`config.mk`:
```
export PLATFORM = sky130hd
export DESIGN_NAME = antialiased_disc_icon_pixel_top_flat
export DESIGN_NICKNAME = d
export VERILOG_FILES = /design/src/design/adip_pkg.sv /design/src/design/adip_if.sv /design/src/design/antialiased_disc_icon_pixel_top.sv /design/src/design/adip_sqrt_step.sv /design/src/design/adip_shade.sv /design/src/design/adip_blend.sv /design/src/flat_wrapper.sv
export SDC_FILE = /design/constraint.sdc
export NUM_CORES = 2
export LEC_CHECK = 0
export BUFFER_PORTS_ARGS = -buffer_cell sky130_fd_sc_hd__clkbuf_2
export CORE_MARGIN = 5
export CORE_UTILIZATION = 45
export CTS_CLUSTER_SIZE = 12
export DETAILED_ROUTE_END_ITERATION = 8
export GPL_ROUTABILITY_DRIVEN = 0
export GPL_TIMING_DRIVEN = 0
export REMOVE_ABC_BUFFERS = 1
export SKIP_LAST_GASP = 1
export SLEW_MARGIN = 10
export SYNTH_ARGS = -nofsm -noshare
export SYNTH_HDL_FRONTEND = slang
export SYNTH_SLANG_ARGS = --single-unit
```
`constraint.sdc`:
```
create_clock -name clk -period 34 [get_ports clk]
set_clock_uncertainty 0.2 [all_clocks]
set_input_delay 6.8 -clock clk [delete_from_list [all_inputs] [get_ports clk]]
set_output_delay 6.8 -clock clk [all_outputs]
set_load 0.02 [all_outputs]
```
`src/design/adip_pkg.sv`:
```
`timescale 1ns / 1ps
`default_nettype none
package adip_pkg;

  localparam int ICON_PIXELS = 32;

  localparam int COORD_W   = 5;
  localparam int COV_W     = 8;
  localparam int CH_W      = 8;
  localparam int CFG_IDX_W = 2;

  localparam logic [CFG_IDX_W-1:0] CFG_RED   = CFG_IDX_W'(0);
  localparam logic [CFG_IDX_W-1:0] CFG_GREEN = CFG_IDX_W'(1);
  localparam logic [CFG_IDX_W-1:0] CFG_BLUE  = CFG_IDX_W'(2);

  localparam logic [CH_W-1:0] RESET_RED   = CH_W'(229);
  localparam logic [CH_W-1:0] RESET_GREEN = CH_W'(57);
  localparam logic [CH_W-1:0] RESET_BLUE  = CH_W'(53);

  localparam int COORD_MAX  = (1 << COORD_W) - 1;
  localparam int DELTA_HI   = 2 * COORD_MAX + 1 - ICON_PIXELS;
  localparam int DELTA_MAX  = (ICON_PIXELS - 1 > DELTA_HI) ? ICON_PIXELS - 1 : DELTA_HI;
  localparam int DELTA_W    = $clog2(DELTA_MAX + 1);
  localparam int SQ_MAX     = 2 * DELTA_MAX * DELTA_MAX;
  localparam int SQ_W       = $clog2(SQ_MAX + 1);
  localparam int FRAC_SH    = 14;
  localparam int RAD_W      = (SQ_W + FRAC_SH + 1) / 2;
  localparam int STEPS_PER_STAGE = 4;
  localparam int SQRT_STAGES = (RAD_W + STEPS_PER_STAGE - 1) / STEPS_PER_STAGE;
  localparam int ROOT_W     = STEPS_PER_STAGE * SQRT_STAGES;
  localparam int V_W        = 2 * ROOT_W;
  localparam int REM_W      = ROOT_W + 2;

  localparam int HALF       = ICON_PIXELS * 128;
  localparam int TH_W       = $clog2(HALF + 1);
  localparam int CMP_W      = (ROOT_W > TH_W) ? ROOT_W : TH_W;
  localparam logic [CMP_W-1:0] TH_A = CMP_W'(HALF - 512);
  localparam logic [CMP_W-1:0] TH_B = CMP_W'(HALF - 256);
  localparam logic [CMP_W-1:0] TH_C = CMP_W'(HALF);

  localparam int Q8_W = 9;
  localparam logic [Q8_W-1:0] Q8_ONE = Q8_W'(256);
  localparam int SHADOW_Q8 = 102;

  typedef struct packed {
    logic [CH_W-1:0] red;
    logic [CH_W-1:0] green;
    logic [CH_W-1:0] blue;
  } adip_rgb_t;

  typedef struct packed {
    logic             valid;
    logic [V_W-1:0]   rad;
    logic [REM_W-1:0] rem;
    logic [ROOT_W-1:0] root;
    logic [COV_W-1:0] cov;
  } adip_sqrt_t;

  typedef struct packed {
    logic             valid;
    logic [COV_W-1:0] cov;
    logic [CH_W-1:0]  alpha;
    logic [CH_W-1:0]  red;
    logic [CH_W-1:0]  green;
    logic [CH_W-1:0]  blue;
  } adip_pix_t;

endpackage
`default_nettype wire

```
`src/design/adip_if.sv`:
```
`timescale 1ns / 1ps
`default_nettype none
interface adip_in_if import adip_pkg::*; ();
  logic               valid;
  logic               ready;
  logic [COORD_W-1:0] pixel_x;
  logic [COORD_W-1:0] pixel_y;
  logic [COV_W-1:0]   glyph_coverage;

  modport source (output valid, pixel_x, pixel_y, glyph_coverage, input ready);
  modport sink (input valid, pixel_x, pixel_y, glyph_coverage, output ready);
endinterface

interface adip_out_if import adip_pkg::*; ();
  logic            valid;
  logic            ready;
  logic [CH_W-1:0] alpha_out;
  logic [CH_W-1:0] red_out;
  logic [CH_W-1:0] green_out;
  logic [CH_W-1:0] blue_out;

  modport source (output valid, alpha_out, red_out, green_out, blue_out, input ready);
  modport sink (input valid, alpha_out, red_out, green_out, blue_out, output ready);
endinterface

interface adip_cfg_if import adip_pkg::*; ();
  logic                 valid;
  logic                 ready;
  logic [CFG_IDX_W-1:0] index;
  logic [CH_W-1:0]      data;

  modport source (output valid, index, data, input ready);
  modport sink (input valid, index, data, output ready);
endinterface
`default_nettype wire

```
`src/design/antialiased_disc_icon_pixel_top.sv`:
```
`timescale 1ns / 1ps
`default_nettype none
// channel   dir  handshake     payload
// in_chan   in   valid/ready   pixel_x[4:0] pixel_y[4:0] glyph_coverage[7:0]
// out_chan  out  valid/ready   alpha_out red_out green_out blue_out [7:0] each
// cfg_chan  in   valid/ready   index[1:0] data[7:0], ready always high
//
// one item per clock when unstalled; pipeline: input, sqrt, shade, blend
// the square root runs four result bits per stage, which sets the depth
// rst_n is synchronous: clears the valid bits and loads the default colour
// a stalled output freezes the whole pipeline, so nothing is dropped
module antialiased_disc_icon_pixel_top import adip_pkg::*; (
  input wire logic clk,
  input wire logic rst_n,
  adip_in_if.sink    in_chan,
  adip_out_if.source out_chan,
  adip_cfg_if.sink   cfg_chan
);

  adip_rgb_t  fill_r;
  adip_sqrt_t s1_r, s1_nxt;
  adip_sqrt_t sq_chain [SQRT_STAGES+1];
  adip_pix_t  shade_pix;
  adip_pix_t  out_pix;
  logic       adv;

  assign adv            = out_chan.ready || !out_pix.valid;
  assign in_chan.ready  = adv;
  assign cfg_chan.ready = 1'b1;

  always_ff @(posedge clk) begin
    if (!rst_n) begin
      fill_r.red   <= RESET_RED;
      fill_r.green <= RESET_GREEN;
      fill_r.blue  <= RESET_BLUE;
    end else if (cfg_chan.valid) begin
      case (cfg_chan.index)
        CFG_RED:   fill_r.red   <= cfg_chan.data;
        CFG_GREEN: fill_r.green <= cfg_chan.data;
        CFG_BLUE:  fill_r.blue  <= cfg_chan.data;
        default: ;
      endcase
    end
  end

  // squared distance of the pixel centre, in half pixels
  always_comb begin
    int xi;
    int yi;
    logic [DELTA_W-1:0] adx;
    logic [DELTA_W-1:0] ady;
    logic [SQ_W-1:0]    sq;
    xi  = int'({in_chan.pixel_x, 1'b1});
    yi  = int'({in_chan.pixel_y, 1'b1});
    adx = DELTA_W'((xi >= ICON_PIXELS) ? xi - ICON_PIXELS : ICON_PIXELS - xi);
    ady = DELTA_W'((yi >= ICON_PIXELS) ? yi - ICON_PIXELS : ICON_PIXELS - yi);
    sq  = SQ_W'(SQ_W'(adx) * SQ_W'(adx)) + SQ_W'(SQ_W'(ady) * SQ_W'(ady));
    s1_nxt.valid = in_chan.valid;
    s1_nxt.rad   = V_W'({sq, FRAC_SH'(0)});
    s1_nxt.rem   = '0;
    s1_nxt.root  = '0;
    s1_nxt.cov   = in_chan.glyph_coverage;
  end

  always_ff @(posedge clk) begin
    if (!rst_n) begin
      s1_r.valid <= 1'b0;
    end else if (adv) begin
      s1_r <= s1_nxt;
    end
  end

  assign sq_chain[0] = s1_r;

  for (genvar g = 0; g < SQRT_STAGES; g++) begin : g_sqrt
    adip_sqrt_step u_step (
      .clk     (clk),
      .rst_n   (rst_n),
      .adv     (adv),
      .stage_i (sq_chain[g]),
      .stage_o (sq_chain[g+1])
    );
  end

  adip_shade u_shade (
    .clk    (clk),
    .rst_n  (rst_n),
    .adv    (adv),
    .dist_i (sq_chain[SQRT_STAGES]),
    .fill_i (fill_r),
    .pix_o  (shade_pix)
  );

  adip_blend u_blend (
    .clk   (clk),
    .rst_n (rst_n),
    .adv   (adv),
    .pix_i (shade_pix),
    .pix_o (out_pix)
  );

  assign out_chan.valid     = out_pix.valid;
  assign out_chan.alpha_out = out_pix.alpha;
  assign out_chan.red_out   = out_pix.red;
  assign out_chan.green_out = out_pix.green;
  assign out_chan.blue_out  = out_pix.blue;

endmodule
`default_nettype wire

```
`src/design/adip_sqrt_step.sv`:
```
`timescale 1ns / 1ps
`default_nettype none
module adip_sqrt_step import adip_pkg::*; (
  input  wire logic       clk,
  input  wire logic       rst_n,
  input  wire logic       adv,
  input  wire adip_sqrt_t stage_i,
  output adip_sqrt_t      stage_o
);

  adip_sqrt_t stage_r;
  adip_sqrt_t stage_nxt;

  // restoring square root, two radicand bits per step
  always_comb begin
    logic [REM_W-1:0] rem_sh;
    logic [REM_W-1:0] trial;
    stage_nxt = stage_i;
    for (int i = 0; i < STEPS_PER_STAGE; i++) begin
      rem_sh = {stage_nxt.rem[REM_W-3:0], stage_nxt.rad[V_W-1 -: 2]};
      trial  = {stage_nxt.root, 2'b01};
      stage_nxt.rad = {stage_nxt.rad[V_W-3:0], 2'b00};
      if (rem_sh >= trial) begin
        stage_nxt.rem  = rem_sh - trial;
        stage_nxt.root = {stage_nxt.root[ROOT_W-2:0], 1'b1};
      end else begin
        stage_nxt.rem  = rem_sh;
        stage_nxt.root = {stage_nxt.root[ROOT_W-2:0], 1'b0};
      end
    end
  end

  always_ff @(posedge clk) begin
    if (!rst_n) begin
      stage_r.valid <= 1'b0;
    end else if (adv) begin
      stage_r <= stage_nxt;
    end
  end

  assign stage_o = stage_r;

endmodule
`default_nettype wire

```
`src/design/adip_shade.sv`:
```
`timescale 1ns / 1ps
`default_nettype none
module adip_shade import adip_pkg::*; (
  input  wire logic       clk,
  input  wire logic       rst_n,
  input  wire logic       adv,
  input  wire adip_sqrt_t dist_i,
  input  wire adip_rgb_t  fill_i,
  output adip_pix_t       pix_o
);

  typedef struct packed {
    logic             valid;
    logic [COV_W-1:0] cov;
    logic [Q8_W-1:0]  main_cov;
    logic [Q8_W-1:0]  inv;
    logic [14:0]      ring_s;
  } cov_st_t;

  typedef struct packed {
    logic             valid;
    logic [COV_W-1:0] cov;
    logic [Q8_W-1:0]  main_cov;
    logic [Q8_W-1:0]  inv;
    logic [7:0]       shadow;
    adip_rgb_t        rgb;
  } shd_st_t;

  typedef struct packed {
    logic             valid;
    logic [COV_W-1:0] cov;
    logic [9:0]       a;
    adip_rgb_t        rgb;
  } acc_st_t;

  cov_st_t c1_r, c1_nxt;
  shd_st_t c2_r, c2_nxt;
  acc_st_t c3_r, c3_nxt;
  adip_pix_t c4_r, c4_nxt;

  // disc and ring coverage from the distance
  always_comb begin
    logic [CMP_W-1:0] d;
    logic [Q8_W-1:0]  ring;
    d = CMP_W'(dist_i.root);
    c1_nxt.valid = dist_i.valid;
    c1_nxt.cov   = dist_i.cov;
    if (d <= TH_A) begin
      c1_nxt.main_cov = Q8_ONE;
    end else if (d < TH_B) begin
      c1_nxt.main_cov = Q8_W'(TH_B - d);
    end else begin
      c1_nxt.main_cov = '0;
    end
    if (d > TH_A && d <= TH_C) begin
      ring = (d <= TH_B) ? Q8_ONE : Q8_W'(TH_C - d);
    end else begin
      ring = '0;
    end
    c1_nxt.inv    = Q8_ONE - c1_nxt.main_cov;
    c1_nxt.ring_s = 15'(ring) * 15'(SHADOW_Q8);
  end

  function automatic logic [CH_W-1:0] scale_ch(input logic [CH_W-1:0] c,
                                               input logic [Q8_W-1:0] m);
    logic [16:0] p;
    logic [8:0]  s;
    p = 17'(c) * 17'(m);
    s = p[16:8];
    return (s > 9'd255) ? 8'd255 : s[7:0];
  endfunction

  always_comb begin
    logic [23:0] p;
    p = 24'(c1_r.ring_s) * 24'(c1_r.inv);
    c2_nxt.valid     = c1_r.valid;
    c2_nxt.cov       = c1_r.cov;
    c2_nxt.main_cov  = c1_r.main_cov;
    c2_nxt.inv       = c1_r.inv;
    c2_nxt.shadow    = p[23:16];
    c2_nxt.rgb.red   = scale_ch(fill_i.red, c1_r.main_cov);
    c2_nxt.rgb.green = scale_ch(fill_i.green, c1_r.main_cov);
    c2_nxt.rgb.blue  = scale_ch(fill_i.blue, c1_r.main_cov);
  end

  always_comb begin
    logic [16:0] p;
    p = 17'(c2_r.shadow) * 17'(c2_r.inv);
    c3_nxt.valid = c2_r.valid;
    c3_nxt.cov   = c2_r.cov;
    c3_nxt.rgb   = c2_r.rgb;
    c3_nxt.a     = 10'(c2_r.main_cov) + 10'(p[16:8]);
  end

  // alpha times 255 over 256
  always_comb begin
    logic [17:0] p;
    logic [9:0]  s;
    p = {c3_r.a, 8'b0} - 18'(c3_r.a);
    s = p[17:8];
    c4_nxt.valid = c3_r.valid;
    c4_nxt.cov   = c3_r.cov;
    c4_nxt.alpha = (s > 10'd255) ? 8'd255 : s[7:0];
    c4_nxt.red   = c3_r.rgb.red;
    c4_nxt.green = c3_r.rgb.green;
    c4_nxt.blue  = c3_r.rgb.blue;
  end

  always_ff @(posedge clk) begin
    if (!rst_n) begin
      c1_r.valid <= 1'b0;
      c2_r.valid <= 1'b0;
      c3_r.valid <= 1'b0;
      c4_r.valid <= 1'b0;
    end else if (adv) begin
      c1_r <= c1_nxt;
      c2_r <= c2_nxt;
      c3_r <= c3_nxt;
      c4_r <= c4_nxt;
    end
  end

  assign pix_o = c4_r;

endmodule
`default_nettype wire

```
`src/design/adip_blend.sv`:
```
`timescale 1ns / 1ps
`default_nettype none
module adip_blend import adip_pkg::*; (
  input  wire logic      clk,
  input  wire logic      rst_n,
  input  wire logic      adv,
  input  wire adip_pix_t pix_i,
  output adip_pix_t      pix_o
);

  typedef struct packed {
    logic             valid;
    logic [COV_W-1:0] cov;
    logic [15:0]      pa;
    logic [15:0]      pr;
    logic [15:0]      pg;
    logic [15:0]      pb;
  } prod_st_t;

  prod_st_t  b1_r, b1_nxt;
  adip_pix_t b2_r, b2_nxt;

  // white over the pixel: t + v*(255-t)/255
  always_comb begin
    logic [15:0] tc;
    tc = 16'(8'd255 - pix_i.cov);
    b1_nxt.valid = pix_i.valid;
    b1_nxt.cov   = pix_i.cov;
    b1_nxt.pa    = 16'(pix_i.alpha) * tc;
    b1_nxt.pr    = 16'(pix_i.red) * tc;
    b1_nxt.pg    = 16'(pix_i.green) * tc;
    b1_nxt.pb    = 16'(pix_i.blue) * tc;
  end

  function automatic logic [CH_W-1:0] over(input logic [COV_W-1:0] t,
                                           input logic [15:0] x);
    logic [16:0] q;
    logic [9:0]  s;
    // divide by 255 through the reciprocal with a rounding correction
    q = 17'(x) + 17'(x[15:8]) + 17'd1;
    s = 10'(t) + 10'(q[16:8]);
    return (s > 10'd255) ? 8'd255 : s[7:0];
  endfunction

  always_comb begin
    b2_nxt.valid = b1_r.valid;
    b2_nxt.cov   = b1_r.cov;
    b2_nxt.alpha = over(b1_r.cov, b1_r.pa);
    b2_nxt.red   = over(b1_r.cov, b1_r.pr);
    b2_nxt.green = over(b1_r.cov, b1_r.pg);
    b2_nxt.blue  = over(b1_r.cov, b1_r.pb);
  end

  always_ff @(posedge clk) begin
    if (!rst_n) begin
      b1_r.valid <= 1'b0;
      b2_r.valid <= 1'b0;
    end else if (adv) begin
      b1_r <= b1_nxt;
      b2_r <= b2_nxt;
    end
  end

  assign pix_o = b2_r;

endmodule
`default_nettype wire

```
`src/flat_wrapper.sv`:
```
// flat-port wrapper written by rule: the top's interface ports become plain ports
module antialiased_disc_icon_pixel_top_flat import adip_pkg::*;
  (clk, rst_n, in_chan_valid, in_chan_pixel_x, in_chan_pixel_y, in_chan_glyph_coverage, in_chan_ready, out_chan_valid, out_chan_alpha_out, out_chan_red_out, out_chan_green_out, out_chan_blue_out, out_chan_ready, cfg_chan_valid, cfg_chan_index, cfg_chan_data, cfg_chan_ready);
  adip_in_if in_chan_i ();
  adip_out_if out_chan_i ();
  adip_cfg_if cfg_chan_i ();
  input wire logic clk;
  input wire logic rst_n;
  input wire logic [$bits(in_chan_i.valid)-1:0] in_chan_valid;
  input wire logic [$bits(in_chan_i.pixel_x)-1:0] in_chan_pixel_x;
  input wire logic [$bits(in_chan_i.pixel_y)-1:0] in_chan_pixel_y;
  input wire logic [$bits(in_chan_i.glyph_coverage)-1:0] in_chan_glyph_coverage;
  output wire logic [$bits(in_chan_i.ready)-1:0] in_chan_ready;
  output wire logic [$bits(out_chan_i.valid)-1:0] out_chan_valid;
  output wire logic [$bits(out_chan_i.alpha_out)-1:0] out_chan_alpha_out;
  output wire logic [$bits(out_chan_i.red_out)-1:0] out_chan_red_out;
  output wire logic [$bits(out_chan_i.green_out)-1:0] out_chan_green_out;
  output wire logic [$bits(out_chan_i.blue_out)-1:0] out_chan_blue_out;
  input wire logic [$bits(out_chan_i.ready)-1:0] out_chan_ready;
  input wire logic [$bits(cfg_chan_i.valid)-1:0] cfg_chan_valid;
  input wire logic [$bits(cfg_chan_i.index)-1:0] cfg_chan_index;
  input wire logic [$bits(cfg_chan_i.data)-1:0] cfg_chan_data;
  output wire logic [$bits(cfg_chan_i.ready)-1:0] cfg_chan_ready;
  assign in_chan_i.valid = in_chan_valid;
  assign in_chan_i.pixel_x = in_chan_pixel_x;
  assign in_chan_i.pixel_y = in_chan_pixel_y;
  assign in_chan_i.glyph_coverage = in_chan_glyph_coverage;
  assign in_chan_ready = in_chan_i.ready;
  assign out_chan_valid = out_chan_i.valid;
  assign out_chan_alpha_out = out_chan_i.alpha_out;
  assign out_chan_red_out = out_chan_i.red_out;
  assign out_chan_green_out = out_chan_i.green_out;
  assign out_chan_blue_out = out_chan_i.blue_out;
  assign out_chan_i.ready = out_chan_ready;
  assign cfg_chan_i.valid = cfg_chan_valid;
  assign cfg_chan_i.index = cfg_chan_index;
  assign cfg_chan_i.data = cfg_chan_data;
  assign cfg_chan_ready = cfg_chan_i.ready;
  antialiased_disc_icon_pixel_top u_core (.clk(clk), .rst_n(rst_n), .in_chan(in_chan_i), .out_chan(out_chan_i), .cfg_chan(cfg_chan_i));
endmodule
```
==> impl_results.md <==
* Top cells by area in the synthesized netlist: edfxtp_1 27%, fa_1 19%, ha_1 15%
* Clock H-tree levels at 2
* Wire length after detailed routing at 86000 µm
* Cell types with the highest counts after synthesis: 652 x inv_1, 532 x ha_1, 436 x nand2_1, 429 x fa_1, 396 x edfxtp_1
* Routed wire length per instance at roughly 15 µm
* Clock tree buffer depth at 3
* Die span in x at 323 µm
* Net switching share of the total power at 0.419
* Height of the die at 323 µm
* Worst Path Max Fanout at 12
* Multi-input logic area at 0.0286 mm²
* # hold bufs at CTS at 0
* Cell area after synthesis at 0.0441 mm²
* Most used DFF post-synth: edfxtp_1
* # fillers at 9026
* IO Count at 68
* Count of distinct cell types in the synthesized netlist at 92
* Critical Path Sink Type: output port
* Sequential cell area fraction in the yosys report at 0.285
* Count of placed standard cells in the final layout, fillers left out at 5739
* Post-layout worst setup margin at 18.87 ns
* Number of rows created at floorplan at around 110
* Final Cycle Share at 0.445
* Worst hold slack across all endpoints at 0.177 ns
* Max-slew headroom at 0.258
* Max-cap viol count at 0
* Clock Sink Count at 431
* Drt first-iter violations at 1300
* Count of antenna diodes in the layout at 0
* Total global routing overflow at 0
* Data arrival time of the worst path at 8.13 ns
* Core occupancy in the finished layout at 0.494
* Final design instance area without fill at 0.0479 mm²
* Launch point of the worst path: out_chan_ready
* TritonCTS Buffers at 54
* Worst-case vdd ir drop at 0.0000774 V
* Clock edge transition at the registers on the reported setup and hold paths at approximately 0.060 ns
* Pins over their slew limit at 0
* #FFs+latches synth at between 400 and 500
* Syn_area_per_cell at 10.0 µm²
* Share of power burned in the clock network at 0.153
* Kind of launch point of the worst setup path: primary input
* ANT nets after route at 0
* DP Wirelength at approximately 67000 µm
* Int Power at 2.23 mW
* Antenna violations before repair at 0
* Reg-to-reg critical path endpoint: u_core.g_sqrt[2].u_step.stage_o[34]$_DFFE_PP_
* Net switching power figure at 1.61 mW
* First-pass GRT wire length at 149000 µm
* Cell count after synthesis at approximately 4400
* Gr usage total at 0.169
* Pre-CTS worst setup slack at 18.84 ns
* Number of remaining DRC errors at 0
* Postcts setup bufs at 0
* Average via count per standard cell at 5.12
* Hold Path Stages at 0
* Clk root buf: clkbuf_16
* Clock tree from TritonCTS: yes
* Top cell type by total area after synthesis: edfxtp_1
* Sum of negative setup slack at 0 ns
* Initial core utilization at 0.455
* Part of the power in combinational logic at 0.597
* Core area at about 0.097 mm²
* Area grow syn2layout at 8.64%
* Result of the run: complete, no violations
* Total cell area at the placement stage at 0.0461 mm²
* Most frequently used cell type in the post-synthesis netlist: inv_1
* R2r setup slk at 22.44 ns
* GR Util met1 at 0.231
* First-pass iteration count of the detailed router at 7
* Slew of the pin with the lowest slew margin at 1.11 ns
* Clk_lat worst skew at 0.64 ns
* Pin count of the biggest net entering global routing at 62
* Unrepaired setup endpoints after global routing: no
* Via count of the first global-routing pass at about 30000
* Final Total Pwr at 3.84 mW
* WS Path Type: in -> out
* RR Startpoint: u_core.g_sqrt[1].u_step.stage_o[9]$_DFFE_PP_
* Worst setup endpoint: in_chan_ready
* Share of power burned in registers at 0.250
* Met2 routing resource usage after global routing at 0.295
* Type of the worst min-delay path: reg -> reg
* CP Data Required Time at 27.00 ns
* I/O Buffers at 66
* Number of cells traversed by the worst register-to-register path at 39
* Synth async-reset ratio at 0
* Fraction of layout cells with a size suffix above 1 at 0.0482
* LEAKAGE at 22.3 nW
* Total power divided by cell area at 80.1 mW/mm²
* Maximum frequency from static timing analysis at 66.1 MHz
* Register cell area after layout at 0.0126 mm²
* Top Usage Layer GRT: met2
* Die area at roughly 0.10 mm²
* Final setup violation count at 0
* Clock period minus final worst setup slack at approximately 15 ns
* Count of instances resized after the clock tree is built at 0
* Via count at 29400
* Number of enable-type register cells in the synthesized netlist at 396
* YS warnings at 0
* Final count of hold timing violations at 0
* Area share of the leading cell type in the synthesized netlist at 0.270
* GR met3 Demand/Resource at 0.0196
* Number of cells in the design after placement at 5639
* Post-layout net count at 5413
## worst min-delay path by stage
| stage | startpoint | endpoint | slack (ns) |
|---|---|---|---|
| detailed placement | u_core.g_sqrt[1].u_step.stage_o[5]$_DFFE_PP_ | u_core.g_sqrt[2].u_step.stage_o[5]$_DFFE_PP_ | 0.20 |
| finish | u_core.g_sqrt[3].u_step.stage_o[1]$_DFFE_PP_ | u_core.u_shade.c1_r[34]$_DFFE_PP_ | 0.18 |
| global route | u_core.g_sqrt[3].u_step.stage_o[1]$_DFFE_PP_ | u_core.u_shade.c1_r[34]$_DFFE_PP_ | 0.19 |
| CTS | u_core.g_sqrt[3].u_step.stage_o[1]$_DFFE_PP_ | u_core.u_shade.c1_r[34]$_DFFE_PP_ | 0.17 |
| floorplan | u_core.s1_r[0]$_DFFE_PP_ | u_core.g_sqrt[0].u_step.stage_o[0]$_DFFE_PP_ | 0.20 |
| global placement | u_core.g_sqrt[2].u_step.stage_o[1]$_DFFE_PP_ | u_core.g_sqrt[3].u_step.stage_o[1]$_DFFE_PP_ | 0.20 |
## power groups by stage
stage               clock network (mW)  logic [mW]  registers, mW
floorplan                            0        1.83          0.955
global placement                     0        2.27          0.986
detailed placement                   0        2.30          0.971
CTS                              0.606        2.33          0.962
global route                     0.630        2.67          0.976
finish                           0.586        2.29          0.960
## state kept, by name, summed over array words and instances, names as in the netlist
register / cells
u_core.s1_r: 17
u_core.u_shade.c2_r: 58
u_core.u_blend.b1_r: 73
u_core.g_sqrt.u_step.stage_o: 102
u_core.fill_r: 24
u_core.u_blend.pix_o: 33
u_core.u_shade.c3_r: 43
u_core.u_shade.pix_o: 41
u_core.u_shade.c1_r: 40
## cell families after synthesis
family	Yosys count	synth area share
AND/OR/NAND/NOR	1364	0.159
adder cells (fa/ha/maj)	962	0.346
buffers and inverters	768	0.0658
AO/OA/AOI/OAI	578	0.0846
flip-flops	431	0.285
XOR/XNOR	236	0.0470
multiplexers	49	0.0116
other	2	0.000170
## layout make-up
cell class                      instances  area share
Multi-Input combinational cell       3191       0.597
Sequential cell                       431       0.263
Tap cell                             1276      0.0333
Clock inverter                         36     0.00885
Clock buffer                           64      0.0298
Inverter                              656      0.0514
Timing Repair Buffer                   85      0.0166
## metal layers
metal  wire length [µm]  share of wire
met3               2580          0.030
met4               1450          0.017
met1              40300           0.47
met5                  0              0
met2              41600           0.48
## placed cells by master, fill, tap and decap left out, types with 14 or more instances in the layout
cell type / netlist / final
fa_1: 429 / 429
nor2_1: 172 / 172
nand4_1: 19 / 19
clkbuf_16: 0 / 55
o21bai_1: 24 / 24
nand2b_1: 154 / 154
o21a_1: 47 / 47
xnor2_1: 172 / 172
buf_16: 0 / 14
o31ai_1: 15 / 15
nand2_1: 436 / 436
and3_1: 15 / 15
nor3_1: 45 / 45
a21oi_1: 145 / 145
o211ai_1: 18 / 18
and2_1: 197 / 196
a31oi_1: 20 / 20
mux2i_1: 36 / 36
nor2b_1: 180 / 180
nand3_1: 50 / 50
or3_1: 18 / 18
nor4_1: 15 / 15
xor2_1: 63 / 63
a21boi_0: 37 / 37
a21o_1: 45 / 45
clkbuf_2: 0 / 66
inv_1: 652 / 652
dfxtp_1: 35 / 35
edfxtp_1: 396 / 396
ha_1: 532 / 532
o21ai_0: 135 / 135
## worst max-delay path: stages
cell      delay, ns
clkbuf_2       0.08
nor2b_1        0.61
inv_1          0.39
clkbuf_2       0.25
Note: power is estimated with default switching activity, not from simulation.
